[config.mk]
export PLATFORM = sky130hd
export DESIGN_NAME = timeout_expiry_table
export DESIGN_NICKNAME = d
export VERILOG_FILES = /design/src/tee_pkg.sv /design/src/tee_ctrl.sv /design/src/tee_dp.sv /design/src/timeout_expiry_table.sv
export SDC_FILE = /design/constraint.sdc
export NUM_CORES = 2
export LEC_CHECK = 0
export BUFFER_PORTS_ARGS = -buffer_cell sky130_fd_sc_hd__buf_2
export CAP_MARGIN = 20
export CORE_MARGIN = 2
export CORE_UTILIZATION = 30
export CTS_CLUSTER_DIAMETER = 100
export DETAILED_ROUTE_END_ITERATION = 7
export SLEW_MARGIN = 20
export SYNTH_ARGS = -nofsm -noshare
export SYNTH_HDL_FRONTEND = slang
export SYNTH_SLANG_ARGS = --single-unit
export TNS_END_PERCENT = 5
[constraint.sdc]
create_clock -name clk -period 9.2 [get_ports clk]
set_clock_uncertainty 0.05 [all_clocks]
set_input_delay 1.84 -clock clk [delete_from_list [all_inputs] [get_ports clk]]
set_output_delay 1.84 -clock clk [all_outputs]
set_load 0.01 [all_outputs]
[src/tee_pkg.sv]
package tee_pkg;

    // Table geometry: handles are 4 bits, so at most 16 slots are ever used.
    localparam int TABLE_MAX = 16;
    localparam int IDX_W     = 4;

    // Field widths
    localparam int RATE_W = 10;
    localparam int DUR_W  = 16;
    localparam int CNT_W  = 32;
    localparam int RK_W   = 2;

    // dur * rate fits in 26 bits (65535 * 1023 < 2^26)
    localparam int PROD_W = DUR_W + RATE_W;

    // x / 1000 == (x * RECIP) >> RECIP_SHIFT, exact for x < 2^26
    localparam int RECIP_W     = 27;
    localparam int RECIP_SHIFT = 36;
    localparam logic [RECIP_W-1:0] RECIP = 27'd68719477;
    localparam int PROD2_W = PROD_W + RECIP_W;
    localparam int SPAN_W  = PROD2_W - RECIP_SHIFT;

    // Input item kinds
    localparam logic IN_ADD  = 1'b0;
    localparam logic IN_TICK = 1'b1;

    // Result kinds
    localparam logic [RK_W-1:0] RK_ADD_OK   = 2'd0;
    localparam logic [RK_W-1:0] RK_ADD_FULL = 2'd1;
    localparam logic [RK_W-1:0] RK_EXPIRED  = 2'd2;

    // Config register indexes
    localparam logic REG_TICK_RATE = 1'b0;

    // Controller -> datapath commands
    typedef struct packed {
        logic             load;      // capture duration of an accepted item
        logic             tick_inc;  // advance the tick counter
        logic             mul1;      // duration * rate
        logic             mul2;      // scale by reciprocal of 1000
        logic             add_try;   // probe slot idx, claim it if free
        logic             add_full;  // report a refused add
        logic             rd_en;     // read deadline of slot idx for compare
        logic             flush;     // emit the held expiry as last
        logic [IDX_W-1:0] idx;
    } cmd_t;

    // Datapath -> controller status
    typedef struct packed {
        logic slot_free;
    } sts_t;

endpackage

[src/tee_ctrl.sv]
module tee_ctrl #(
    parameter int USED = 16
) (
    input  logic          clk,
    input  logic          rst_n,
    input  logic          start,
    input  logic          kind,
    output logic          busy,
    output tee_pkg::cmd_t cmd,
    input  tee_pkg::sts_t sts
);

    localparam logic [2:0] S_IDLE  = 3'd0;
    localparam logic [2:0] S_MUL1  = 3'd1;
    localparam logic [2:0] S_MUL2  = 3'd2;
    localparam logic [2:0] S_ADD   = 3'd3;
    localparam logic [2:0] S_SCAN  = 3'd4;
    localparam logic [2:0] S_DRAIN = 3'd5;
    localparam logic [2:0] S_FLUSH = 3'd6;

    localparam logic [tee_pkg::IDX_W-1:0] LAST_IDX = tee_pkg::IDX_W'(USED - 1);

    logic [2:0]                state_reg, state_next;
    logic [tee_pkg::IDX_W-1:0] idx_reg, idx_next;

    assign busy = (state_reg != S_IDLE);

    always_comb
    begin
        state_next = state_reg;
        idx_next   = idx_reg;
        cmd        = '0;
        cmd.idx    = idx_reg;
        unique case (state_reg)
            S_IDLE:
            begin
                if (start)
                begin
                    cmd.load = 1'b1;
                    idx_next = '0;
                    if (kind == tee_pkg::IN_ADD)
                    begin
                        state_next = S_MUL1;
                    end
                    else
                    begin
                        cmd.tick_inc = 1'b1;
                        state_next   = S_SCAN;
                    end
                end
            end
            S_MUL1:
            begin
                cmd.mul1   = 1'b1;
                state_next = S_MUL2;
            end
            S_MUL2:
            begin
                cmd.mul2   = 1'b1;
                state_next = S_ADD;
            end
            S_ADD:
            begin
                cmd.add_try = 1'b1;
                if (sts.slot_free)
                begin
                    state_next = S_IDLE;
                end
                else if (idx_reg == LAST_IDX)
                begin
                    cmd.add_full = 1'b1;
                    state_next   = S_IDLE;
                end
                else
                begin
                    idx_next = idx_reg + 1'b1;
                end
            end
            S_SCAN:
            begin
                cmd.rd_en = 1'b1;
                if (idx_reg == LAST_IDX)
                begin
                    state_next = S_DRAIN;
                end
                else
                begin
                    idx_next = idx_reg + 1'b1;
                end
            end
            S_DRAIN:
            begin
                state_next = S_FLUSH;
            end
            S_FLUSH:
            begin
                cmd.flush  = 1'b1;
                state_next = S_IDLE;
            end
            default:
            begin
                state_next = S_IDLE;
            end
        endcase
    end

    always_ff @(posedge clk or negedge rst_n)
    begin
        if (!rst_n)
        begin
            state_reg <= S_IDLE;
            idx_reg   <= '0;
        end
        else
        begin
            state_reg <= state_next;
            idx_reg   <= idx_next;
        end
    end

    // Accepted item always makes the block busy on the next cycle.
    a_start_busy: assert property (@(posedge clk) disable iff (!rst_n)
        (start && !busy) |=> busy)
        else $error("accepted item did not raise busy");

    // Scan/probe index never runs past the last used slot.
    a_idx_range: assert property (@(posedge clk) disable iff (!rst_n)
        (cmd.add_try || cmd.rd_en) |-> (idx_reg <= LAST_IDX))
        else $error("slot index beyond table");

    // A refused add only happens on the last slot, and only if it is taken.
    a_full_last: assert property (@(posedge clk) disable iff (!rst_n)
        cmd.add_full |-> (idx_reg == LAST_IDX && !sts.slot_free))
        else $error("add refused with slots left");

endmodule

[src/tee_dp.sv]
module tee_dp (
    input  logic                         clk,
    input  logic                         rst_n,
    input  tee_pkg::cmd_t                cmd,
    output tee_pkg::sts_t                sts,
    input  logic [tee_pkg::DUR_W-1:0]    duration_ms,
    input  logic [tee_pkg::RATE_W-1:0]   tick_rate,
    output logic                         result_valid,
    output logic [tee_pkg::RK_W-1:0]     result_kind,
    output logic [tee_pkg::IDX_W-1:0]    handle,
    output logic                         last
);

    logic [tee_pkg::DUR_W-1:0]   dur_reg;
    logic [tee_pkg::PROD_W-1:0]  prod1_reg;
    logic [tee_pkg::PROD2_W-1:0] prod2_reg;
    logic [tee_pkg::CNT_W-1:0]   tick_count_reg;
    logic [tee_pkg::TABLE_MAX-1:0] valid_reg;

    logic [tee_pkg::CNT_W-1:0]   deadline_mem [tee_pkg::TABLE_MAX];
    logic [tee_pkg::CNT_W-1:0]   rd_data_reg;
    logic                        cmp_v_reg;
    logic [tee_pkg::IDX_W-1:0]   cmp_idx_reg;

    // one expiry is held back until we know whether it is the last
    logic                        pend_v_reg, pend_v_next;
    logic [tee_pkg::IDX_W-1:0]   pend_idx_reg, pend_idx_next;

    logic                        res_v_reg, res_v_next;
    logic [tee_pkg::RK_W-1:0]    res_kind_reg, res_kind_next;
    logic [tee_pkg::IDX_W-1:0]   res_handle_reg, res_handle_next;
    logic                        res_last_reg, res_last_next;

    logic [tee_pkg::CNT_W-1:0]   deadline;
    logic                        claim;
    logic                        hit;

    assign sts.slot_free = !valid_reg[cmd.idx];
    assign claim    = cmd.add_try && sts.slot_free;
    assign deadline = tick_count_reg
                    + tee_pkg::CNT_W'(prod2_reg[tee_pkg::PROD2_W-1:tee_pkg::RECIP_SHIFT]);
    assign hit      = cmp_v_reg && valid_reg[cmp_idx_reg] && (rd_data_reg <= tick_count_reg);

    // arithmetic pipe
    always_ff @(posedge clk)
    begin
        if (cmd.load)
            dur_reg <= duration_ms;
        if (cmd.mul1)
            prod1_reg <= tee_pkg::PROD_W'(dur_reg) * tee_pkg::PROD_W'(tick_rate);
        if (cmd.mul2)
            prod2_reg <= tee_pkg::PROD2_W'(prod1_reg) * tee_pkg::PROD2_W'(tee_pkg::RECIP);
    end

    // deadline RAM, registered read
    always_ff @(posedge clk)
    begin
        if (claim)
            deadline_mem[cmd.idx] <= deadline;
        if (cmd.rd_en)
        begin
            rd_data_reg <= deadline_mem[cmd.idx];
            cmp_idx_reg <= cmd.idx;
        end
    end

    always_comb
    begin
        pend_v_next     = pend_v_reg;
        pend_idx_next   = pend_idx_reg;
        res_v_next      = 1'b0;
        res_kind_next   = res_kind_reg;
        res_handle_next = res_handle_reg;
        res_last_next   = res_last_reg;
        if (claim)
        begin
            res_v_next      = 1'b1;
            res_kind_next   = tee_pkg::RK_ADD_OK;
            res_handle_next = cmd.idx;
            res_last_next   = 1'b1;
        end
        else if (cmd.add_full)
        begin
            res_v_next      = 1'b1;
            res_kind_next   = tee_pkg::RK_ADD_FULL;
            res_handle_next = '0;
            res_last_next   = 1'b1;
        end
        else if (hit)
        begin
            // newer hit pushes the held one out as not-last
            res_v_next      = pend_v_reg;
            res_kind_next   = tee_pkg::RK_EXPIRED;
            res_handle_next = pend_idx_reg;
            res_last_next   = 1'b0;
            pend_v_next     = 1'b1;
            pend_idx_next   = cmp_idx_reg;
        end
        else if (cmd.flush)
        begin
            res_v_next      = pend_v_reg;
            res_kind_next   = tee_pkg::RK_EXPIRED;
            res_handle_next = pend_idx_reg;
            res_last_next   = 1'b1;
            pend_v_next     = 1'b0;
        end
    end

    always_ff @(posedge clk or negedge rst_n)
    begin
        if (!rst_n)
        begin
            tick_count_reg <= '0;
            valid_reg      <= '0;
            cmp_v_reg      <= 1'b0;
            pend_v_reg     <= 1'b0;
            res_v_reg      <= 1'b0;
        end
        else
        begin
            if (cmd.tick_inc)
                tick_count_reg <= tick_count_reg + 1'b1;
            if (claim)
                valid_reg[cmd.idx] <= 1'b1;
            else if (hit)
                valid_reg[cmp_idx_reg] <= 1'b0;
            cmp_v_reg  <= cmd.rd_en;
            pend_v_reg <= pend_v_next;
            res_v_reg  <= res_v_next;
        end
    end

    always_ff @(posedge clk)
    begin
        pend_idx_reg   <= pend_idx_next;
        res_kind_reg   <= res_kind_next;
        res_handle_reg <= res_handle_next;
        res_last_reg   <= res_last_next;
    end

    assign result_valid = res_v_reg;
    assign result_kind  = res_kind_reg;
    assign handle       = res_handle_reg;
    assign last         = res_last_reg;

    // Nothing may be held over from the previous tick.
    a_pend_clear: assert property (@(posedge clk) disable iff (!rst_n)
        cmd.load |-> !pend_v_reg)
        else $error("expiry left pending at new item");

    // A slot that just expired is gone from the valid set.
    a_hit_clears: assert property (@(posedge clk) disable iff (!rst_n)
        (hit && !claim) |=> !valid_reg[$past(cmp_idx_reg)])
        else $error("expired slot still valid");

    // A claimed slot was free and is valid afterwards.
    a_claim_sets: assert property (@(posedge clk) disable iff (!rst_n)
        claim |=> valid_reg[$past(cmd.idx)])
        else $error("claimed slot not marked valid");

endmodule

[src/timeout_expiry_table.sv]
// Timeout expiry table.
// Command channel: drive kind/duration_ms with start; the item is taken on a
// clock edge where start is high and busy is low. kind 0 adds a timeout of
// duration_ms milliseconds, kind 1 is one timer tick.
// Result channel: result_valid marks each result transfer for one cycle; the
// receiver cannot stall it. result_kind/handle/last are valid with it, and
// last flags the final result of an item. A tick with nothing due gives none.
// Add: duration * tick_rate_hz / 1000 is formed in two registered multiplies
// (the divide is a reciprocal multiply), then free slots are probed one per
// cycle from slot 0 up to the first free slot (the last slot when full); busy
// covers the multiplies and the probe; the result follows in the next cycle.
// Tick: the counter advances at acceptance, then the deadline RAM is read one
// slot per cycle and compared in the cycle after, busy spanning the scan, drain
// and flush states; expiry results stream out during the scan, the last at its end.
// Config: APB, tick_rate_hz at byte address 0, readable; write it only while idle.
// Reset clears the tick counter, all slot valid bits and the control state;
// tick_rate_hz returns to 100. Deadlines need no clearing.
module timeout_expiry_table #(
    parameter int SLOTS = 16
) (
    input  logic                        clk,
    input  logic                        rst_n,
    // command
    input  logic                        start,
    output logic                        busy,
    input  logic                        kind,
    input  logic [tee_pkg::DUR_W-1:0]   duration_ms,
    // results
    output logic                        result_valid,
    output logic [tee_pkg::RK_W-1:0]    result_kind,
    output logic [tee_pkg::IDX_W-1:0]   handle,
    output logic                        last,
    // APB config
    input  logic                        psel,
    input  logic                        penable,
    input  logic                        pwrite,
    input  logic [2:0]                  paddr,
    input  logic [31:0]                 pwdata,
    output logic [31:0]                 prdata,
    output logic                        pready
);

    // only as many slots as a 4-bit handle can name
    localparam int USED = (SLOTS > tee_pkg::TABLE_MAX) ? tee_pkg::TABLE_MAX : SLOTS;

    logic [tee_pkg::RATE_W-1:0] rate_reg;
    logic                       wr_en;
    tee_pkg::cmd_t              cmd;
    tee_pkg::sts_t              sts;

    assign pready = 1'b1;
    assign wr_en  = psel && penable && pwrite && pready
                 && (paddr[2] == tee_pkg::REG_TICK_RATE);

    always_ff @(posedge clk or negedge rst_n)
    begin
        if (!rst_n)
            rate_reg <= tee_pkg::RATE_W'(100);
        else if (wr_en)
            rate_reg <= pwdata[tee_pkg::RATE_W-1:0];
    end

    always_comb
    begin
        prdata = '0;
        unique case (paddr[2])
            tee_pkg::REG_TICK_RATE: prdata = 32'(rate_reg);
            default:                prdata = '0;
        endcase
    end

    tee_ctrl #(
        .USED (USED)
    ) u_ctrl (
        .clk   (clk),
        .rst_n (rst_n),
        .start (start),
        .kind  (kind),
        .busy  (busy),
        .cmd   (cmd),
        .sts   (sts)
    );

    tee_dp u_dp (
        .clk          (clk),
        .rst_n        (rst_n),
        .cmd          (cmd),
        .sts          (sts),
        .duration_ms  (duration_ms),
        .tick_rate    (rate_reg),
        .result_valid (result_valid),
        .result_kind  (result_kind),
        .handle       (handle),
        .last         (last)
    );

endmodule
# Word-level counts from Yosys, hierarchy flattened
# Memories as Yosys holds them, arrays and structs flattened. A register that Yosys moved wholly into a read port is not among the register bits.
# Index checks and enable logic that the tools add are counted.
dict set report word_totals {
  reg_bits 178
  output_inout_bits 42
  inputBits 58
  mem_count 1
  mem_bits_rw 512
}
dict set report op_classes {
  order_cmp 5
  addsub 3
  muxes 48
  mul 2
  bitwise_logic 6
  n_reduce_logical 21
  n_eq_ne 11
}
# name depth word_bits rd rd_ports_with_merged_regs write_ports line_no
set mem_list {}
lappend mem_list {u_dp.deadline_mem 16 32 1 1 1 tee_dp.sv:20} ;# logic [tee_pkg::CNT_W-1:0] deadline_mem [tee_pkg::TABLE_MAX];
# op n
set op_table {}
lappend op_table {{26-bit by 27-bit multiplier with 53-bit output, second input constant} 1}
lappend op_table {{32-bit by 1-bit adder with 32-bit output, second input constant} 1}
lappend op_table {{32-bit by 17-bit adder with 32-bit output} 1}
lappend op_table {{32-bit <= comparator} 1}
lappend op_table {{16-bit 2-to-1 mux} 2}
lappend op_table {{4-bit 2-to-1 mux} 7}
lappend op_table {{16-bit by 10-bit multiplier with 26-bit output} 1}
lappend op_table {{1-bit 2-to-1 mux} 22}
lappend op_table {{3-bit one-hot mux with 6 select lines} 1}
lappend op_table {{16-bit AND} 1}
lappend op_table {{16-bit NOT} 1}
lappend op_table {{16-bit OR} 1}
lappend op_table {{3-bit 2-to-1 mux} 5}
lappend op_table {{4-bit one-hot mux with 3 select lines} 1}
lappend op_table {{3-bit AND reduction} 4}
lappend op_table {{4-bit by 5-bit < comparator with 1-bit output, second input constant} 2}
lappend op_table {{10-bit 2-to-1 mux} 1}
lappend op_table {{2-bit 2-to-1 mux} 5}
lappend op_table {{3-bit equality test, second input constant} 3}
lappend op_table {{3-bit nonzero test} 3}
lappend op_table {{1-bit binary-select mux with 4-bit select} 2}
lappend op_table {{1-bit demux with 4-bit select} 2}
lappend op_table {{4-bit by 1-bit greater-or-equal comparator with 1-bit output, second input constant} 2}
lappend op_table {{1-bit logical AND} 8}
lappend op_table {{13 further kinds} 18}

# Depth between registers and ports, before layout
dict set report depth {
  word_depth 8
  mapped_depth 26
  depth_no_buf 26
}

# Hierarchy
# Synthesis repeated with hierarchy kept, for this count alone.
dict set report hier_totals {
  cells_unflattened 3051
  area_unflattened_um2 42878.6
}
# mod area_each_um2 seq_area_each_um2 instances cells_each
set modules_own_cells {}
lappend modules_own_cells {tee_dp 41702.5 19804.0 1 2939}
lappend modules_own_cells {timeout_expiry_table 685.7 254.0 1 58}
lappend modules_own_cells {tee_ctrl 490.5 175.2 1 54}

# Least setup slack after synthesis
# Ideal clock, no wire load.
dict set report synth_timing {
  path_kind {flip-flop to flip-flop}
  startpoint {register u_dp.prod1_reg[15] (netlist bit)}
  endpoint {register u_dp.prod2_reg[52] (netlist bit), data pin}
  stages_incl_launch_ff 25
  slack_ns 2.624
  arrival_time_ns 6.272
  setup_time_ns 0.254
  synth_period_minus_slack_ns 6.576
  path_buffers 0
  path_cell_list {edfxtp_1 inv_1 ha_1 fa_1 inv_1 fa_1 inv_1 fa_1 inv_1 fa_1 fa_1 inv_1 fa_1 inv_1 ha_1 a21oi_1 nand2_1 o211ai_1 nand4b_1 o2111a_2 o21ai_4 o211ai_2 a41o_1 a221o_1 a21o_1}
}
dict set report synth_between {
  elab_chain_len 1
}
# item line_no
set synth_lines {}
lappend synth_lines {{from (decl)} tee_dp.sv:15} ;# logic [tee_pkg::PROD_W-1:0] prod1_reg;
lappend synth_lines {{from (signal assigned)} tee_dp.sv:50} ;# prod1_reg <= tee_pkg::PROD_W'(dur_reg) * tee_pkg::PROD_W'(tick_rate);
lappend synth_lines {{26-bit by 27-bit multiplier with 53-bit output} tee_dp.sv:52} ;# prod2_reg <= tee_pkg::PROD2_W'(prod1_reg) * tee_pkg::PROD2_W'(tee_pkg::RECIP);
lappend synth_lines {{to (signal assigned)} tee_dp.sv:52}
lappend synth_lines {{to (decl)} tee_dp.sv:16} ;# logic [tee_pkg::PROD2_W-1:0] prod2_reg;
# Every way passes these cells.
# A chain may end at the register's enable or synchronous reset.

# Final worst setup path
# Same ends and word-level chain as after synthesis.

==> impl_metrics.yaml <==
grt:
  grt_start_max_net_pins: 62
  grt_pass1_vias: 24250
  antenna_found_initial: 2
  grt_pass1_wl_um: 143700
  overflow: 0
  grt_util_all_layers: 0.1278
final_layout:
  diodes: 0
  drive_above_1_share: 0.1397
  finalNetCount: 3791
  syn_to_final_growth_pct: 11.70
  multi_input_area_um2: 20120
  fillers: 13680
  regArea_um2: 20250
  largest_reg_flops: 512
sta:
  worst_slew_pin_slew_ns: 1.097
  relSlewSlack: 0.2689
  rsz0062_at_grt: "false"
  slew_violations: 0
  min_period_over_period: 0.8185
  setup_tns_ns: 0
  hold_viol: 0
  fin_crit_ns: 7.530
  timing.fmax_mhz: 132.8
  setup_violations: 0
clock_network:
  clock-root-buffer: "clkbuf_16"
  cts_tree: "yes"
  htree_levels: 3
  clk_pin_slew_ns: 0.06
  cts_sinks: 686
  clock_latency_ns: 0.63
  ctsHoldBuffers: 0
  cts_inserted_buffers: 67
  cts_resized: 0
  cts_setup_buffers: 0
  cts_buffer_depth: 3
route:
  drc_errors: 0
  vias_per_cell: 4.615
  avgRoutedWirePerCell_um: 18.44
  vias: 22870
  first_iter_violations: 1433
  ant_nets: 0
  wl_um: 91330
  first_pass_iters: 7
synthesis:
  async_flop_share: 0.09913
  yosysWarnings: 0
  postSynthCellCount: 2953
  synth_edf_count: 615
  ys_seq_area_frac: 0.4771
  ys_ff_latch: 686
  ys.flop_type: "edfxtp_1"
  avgSynthCellArea_um2: 14.36
  synth_cell_types: 76
  syn_area_um2: 42410
worst_setup_path:
  r2r_end: "u_dp.prod2_reg[52]$_DFFE_PN_"
  r2r_slack_ns: 1.67
  cp_max_fo: 9
  worstReg2RegStart: "u_dp.prod1_reg[15]$_DFFE_PP_"
  worstSetupStartpointType: "flip-flop"
  cp.required_ns: 9.53
  worstRegToRegCells: 24
  crit_type: "reg2reg"
  cp.arrival_ns: 7.86
  cp-end-kind: "flip-flop"
floorplan:
  num_rows: 137
  core_area_um2: 139900
  die_y_um: 380.0
  initial_utilization: 0.3032
  die_area_um2: 144400
  ios: 100
  die_w_um: 380.0
placement:
  dp_hpwl_um: 62570
  port_buffers: 52
  place.gp.congestion: 0.8346
worst_hold_path:
  worstHoldEndpoint: "u_dp.result_kind[0]$_SDFFE_PP0P_"
  hold_path.class: "reg2reg"
  whs_path_depth: 2
  hp-start: "u_dp.result_kind[0]$_SDFFE_PP0P_"
flow_run:
  drv_cap: 0
run_status:
  status: "completed"
stage by stage:
stage	hold WS [ns]	worst slack [ns]	instance area (um2)	util	std cells
floorplan	0.3731	2.624	42490	-	2974
global placement	0.3943	1.687	45020	0.3219	4833
detailed placement	0.3969	1.693	45060	0.3221	4834
CTS	0.4084	1.690	47230	0.3377	4954
global route	0.4397	1.387	47370	0.3387	4954
finish	0.4100	1.670	47370	0.3387	4954
cells in the final DEF (no fill, tap or decap), drive strengths merged, types with 15 or more instances in the layout:
cell | netlist | routed
nand4 | 21 | 21
a21oi | 54 | 54
clkinv | 1 | 26
a21o | 41 | 41
nor2b | 15 | 15
inv | 521 | 526
and2 | 79 | 79
nor2 | 63 | 63
edfxtp | 615 | 615
ha | 383 | 383
buf | 41 | 88
xor2 | 23 | 23
xnor2 | 76 | 76
clkbuf | 63 | 81
fa | 323 | 323
nand3 | 32 | 32
nand2 | 151 | 151
mux4 | 170 | 170
dfrtp | 65 | 65
conb | 2 | 23
o21ai | 37 | 37
nor3 | 25 | 25
area by class of cell:
type                    count  share of cell area
clock buffers              81             0.03716
clock inverters            39            0.008716
inverters                 522             0.04136
multi-input cells        1662              0.4247
flip-flops and latches    686              0.4274
well taps                1876             0.04955
repair buffers             88             0.01120
Yosys cell counts, drive strengths merged (23+ instances only):
library cell	count	share of area
xor2	23	0.0047
nand3	32	0.0038
nand2	151	0.013
inv	521	0.046
buf	41	0.0058
and2	79	0.012
clkbuf	63	0.0056
a21oi	54	0.0064
nor2	63	0.0056
xnor2	76	0.016
mux4	170	0.090
edfxtp	615	0.44
o21ai	37	0.0046
a21o	41	0.0073
fa	323	0.15
ha	383	0.11
nor3	25	0.0031
dfrtp	65	0.038
per-layer routing:
layer,vias up,global-route usage,part of all wire
met1,11900,0.1787,0.46
met3,101,0.01914,0.044
met2,433,0.2086,0.48
li1,10430,-,-
met4,2,0.03153,0.018
met5,-,0,0.00014
worst max-delay path, stage by stage, from the launching register on:
cell and delay (ns):
edfxtp_1 0.77, inv_1 0.21, ha_1 0.40, fa_1 0.50, inv_1 0.05, fa_1 0.51
inv_1 0.06, fa_1 0.53, inv_1 0.05, fa_1 0.46, fa_1 0.50, inv_1 0.05
fa_1 0.51, inv_1 0.06, ha_1 0.32, a21oi_1 0.20, nand2_1 0.07, o211ai_1 0.22
nand4b_1 0.19, o2111a_2 0.40, o21ai_4 0.21, o211ai_2 0.15, a41o_1 0.29, a221o_1 0.33
a21o_1 0.18
worst max-delay path by stage:
stage | to | from | slack, ns
detailed placement | u_dp.prod2_reg[52]$_DFFE_PN_ | u_dp.prod1_reg[15]$_DFFE_PP_ | 1.69
floorplan | u_dp.prod2_reg[52]$_DFFE_PN_ | u_dp.prod1_reg[15]$_DFFE_PP_ | 2.62
global placement | u_dp.prod2_reg[52]$_DFFE_PN_ | u_dp.prod1_reg[11]$_DFFE_PP_ | 1.69
CTS | u_dp.prod2_reg[52]$_DFFE_PN_ | u_dp.prod1_reg[15]$_DFFE_PP_ | 1.69
finish | u_dp.prod2_reg[52]$_DFFE_PN_ | u_dp.prod1_reg[15]$_DFFE_PP_ | 1.67
global route | u_dp.prod2_reg[50]$_DFFE_PN_ | u_dp.prod1_reg[11]$_DFFE_PP_ | 1.39
logic make-up (layout without fill, tap and decap cells):
| kind of cell | Yosys count | after routing | share of synthesized area |
|---|---|---|---|
| fa+ha+maj | 706 | 706 | 0.2655 |
| flops | 686 | 686 | 0.4771 |
| buf+inv | 626 | 730 | 0.05756 |
| simple gates | 434 | 434 | 0.05048 |
| compound gates | 218 | 218 | 0.03540 |
| mux | 182 | 182 | 0.09340 |
| xor+xnor | 99 | 99 | 0.02044 |
| other cells | 2 | 23 | 0.0001771 |
Power is left out: the tool's default activity adds up to more than one toggle a clock period on the data nets, which glitch-free logic cannot reach.
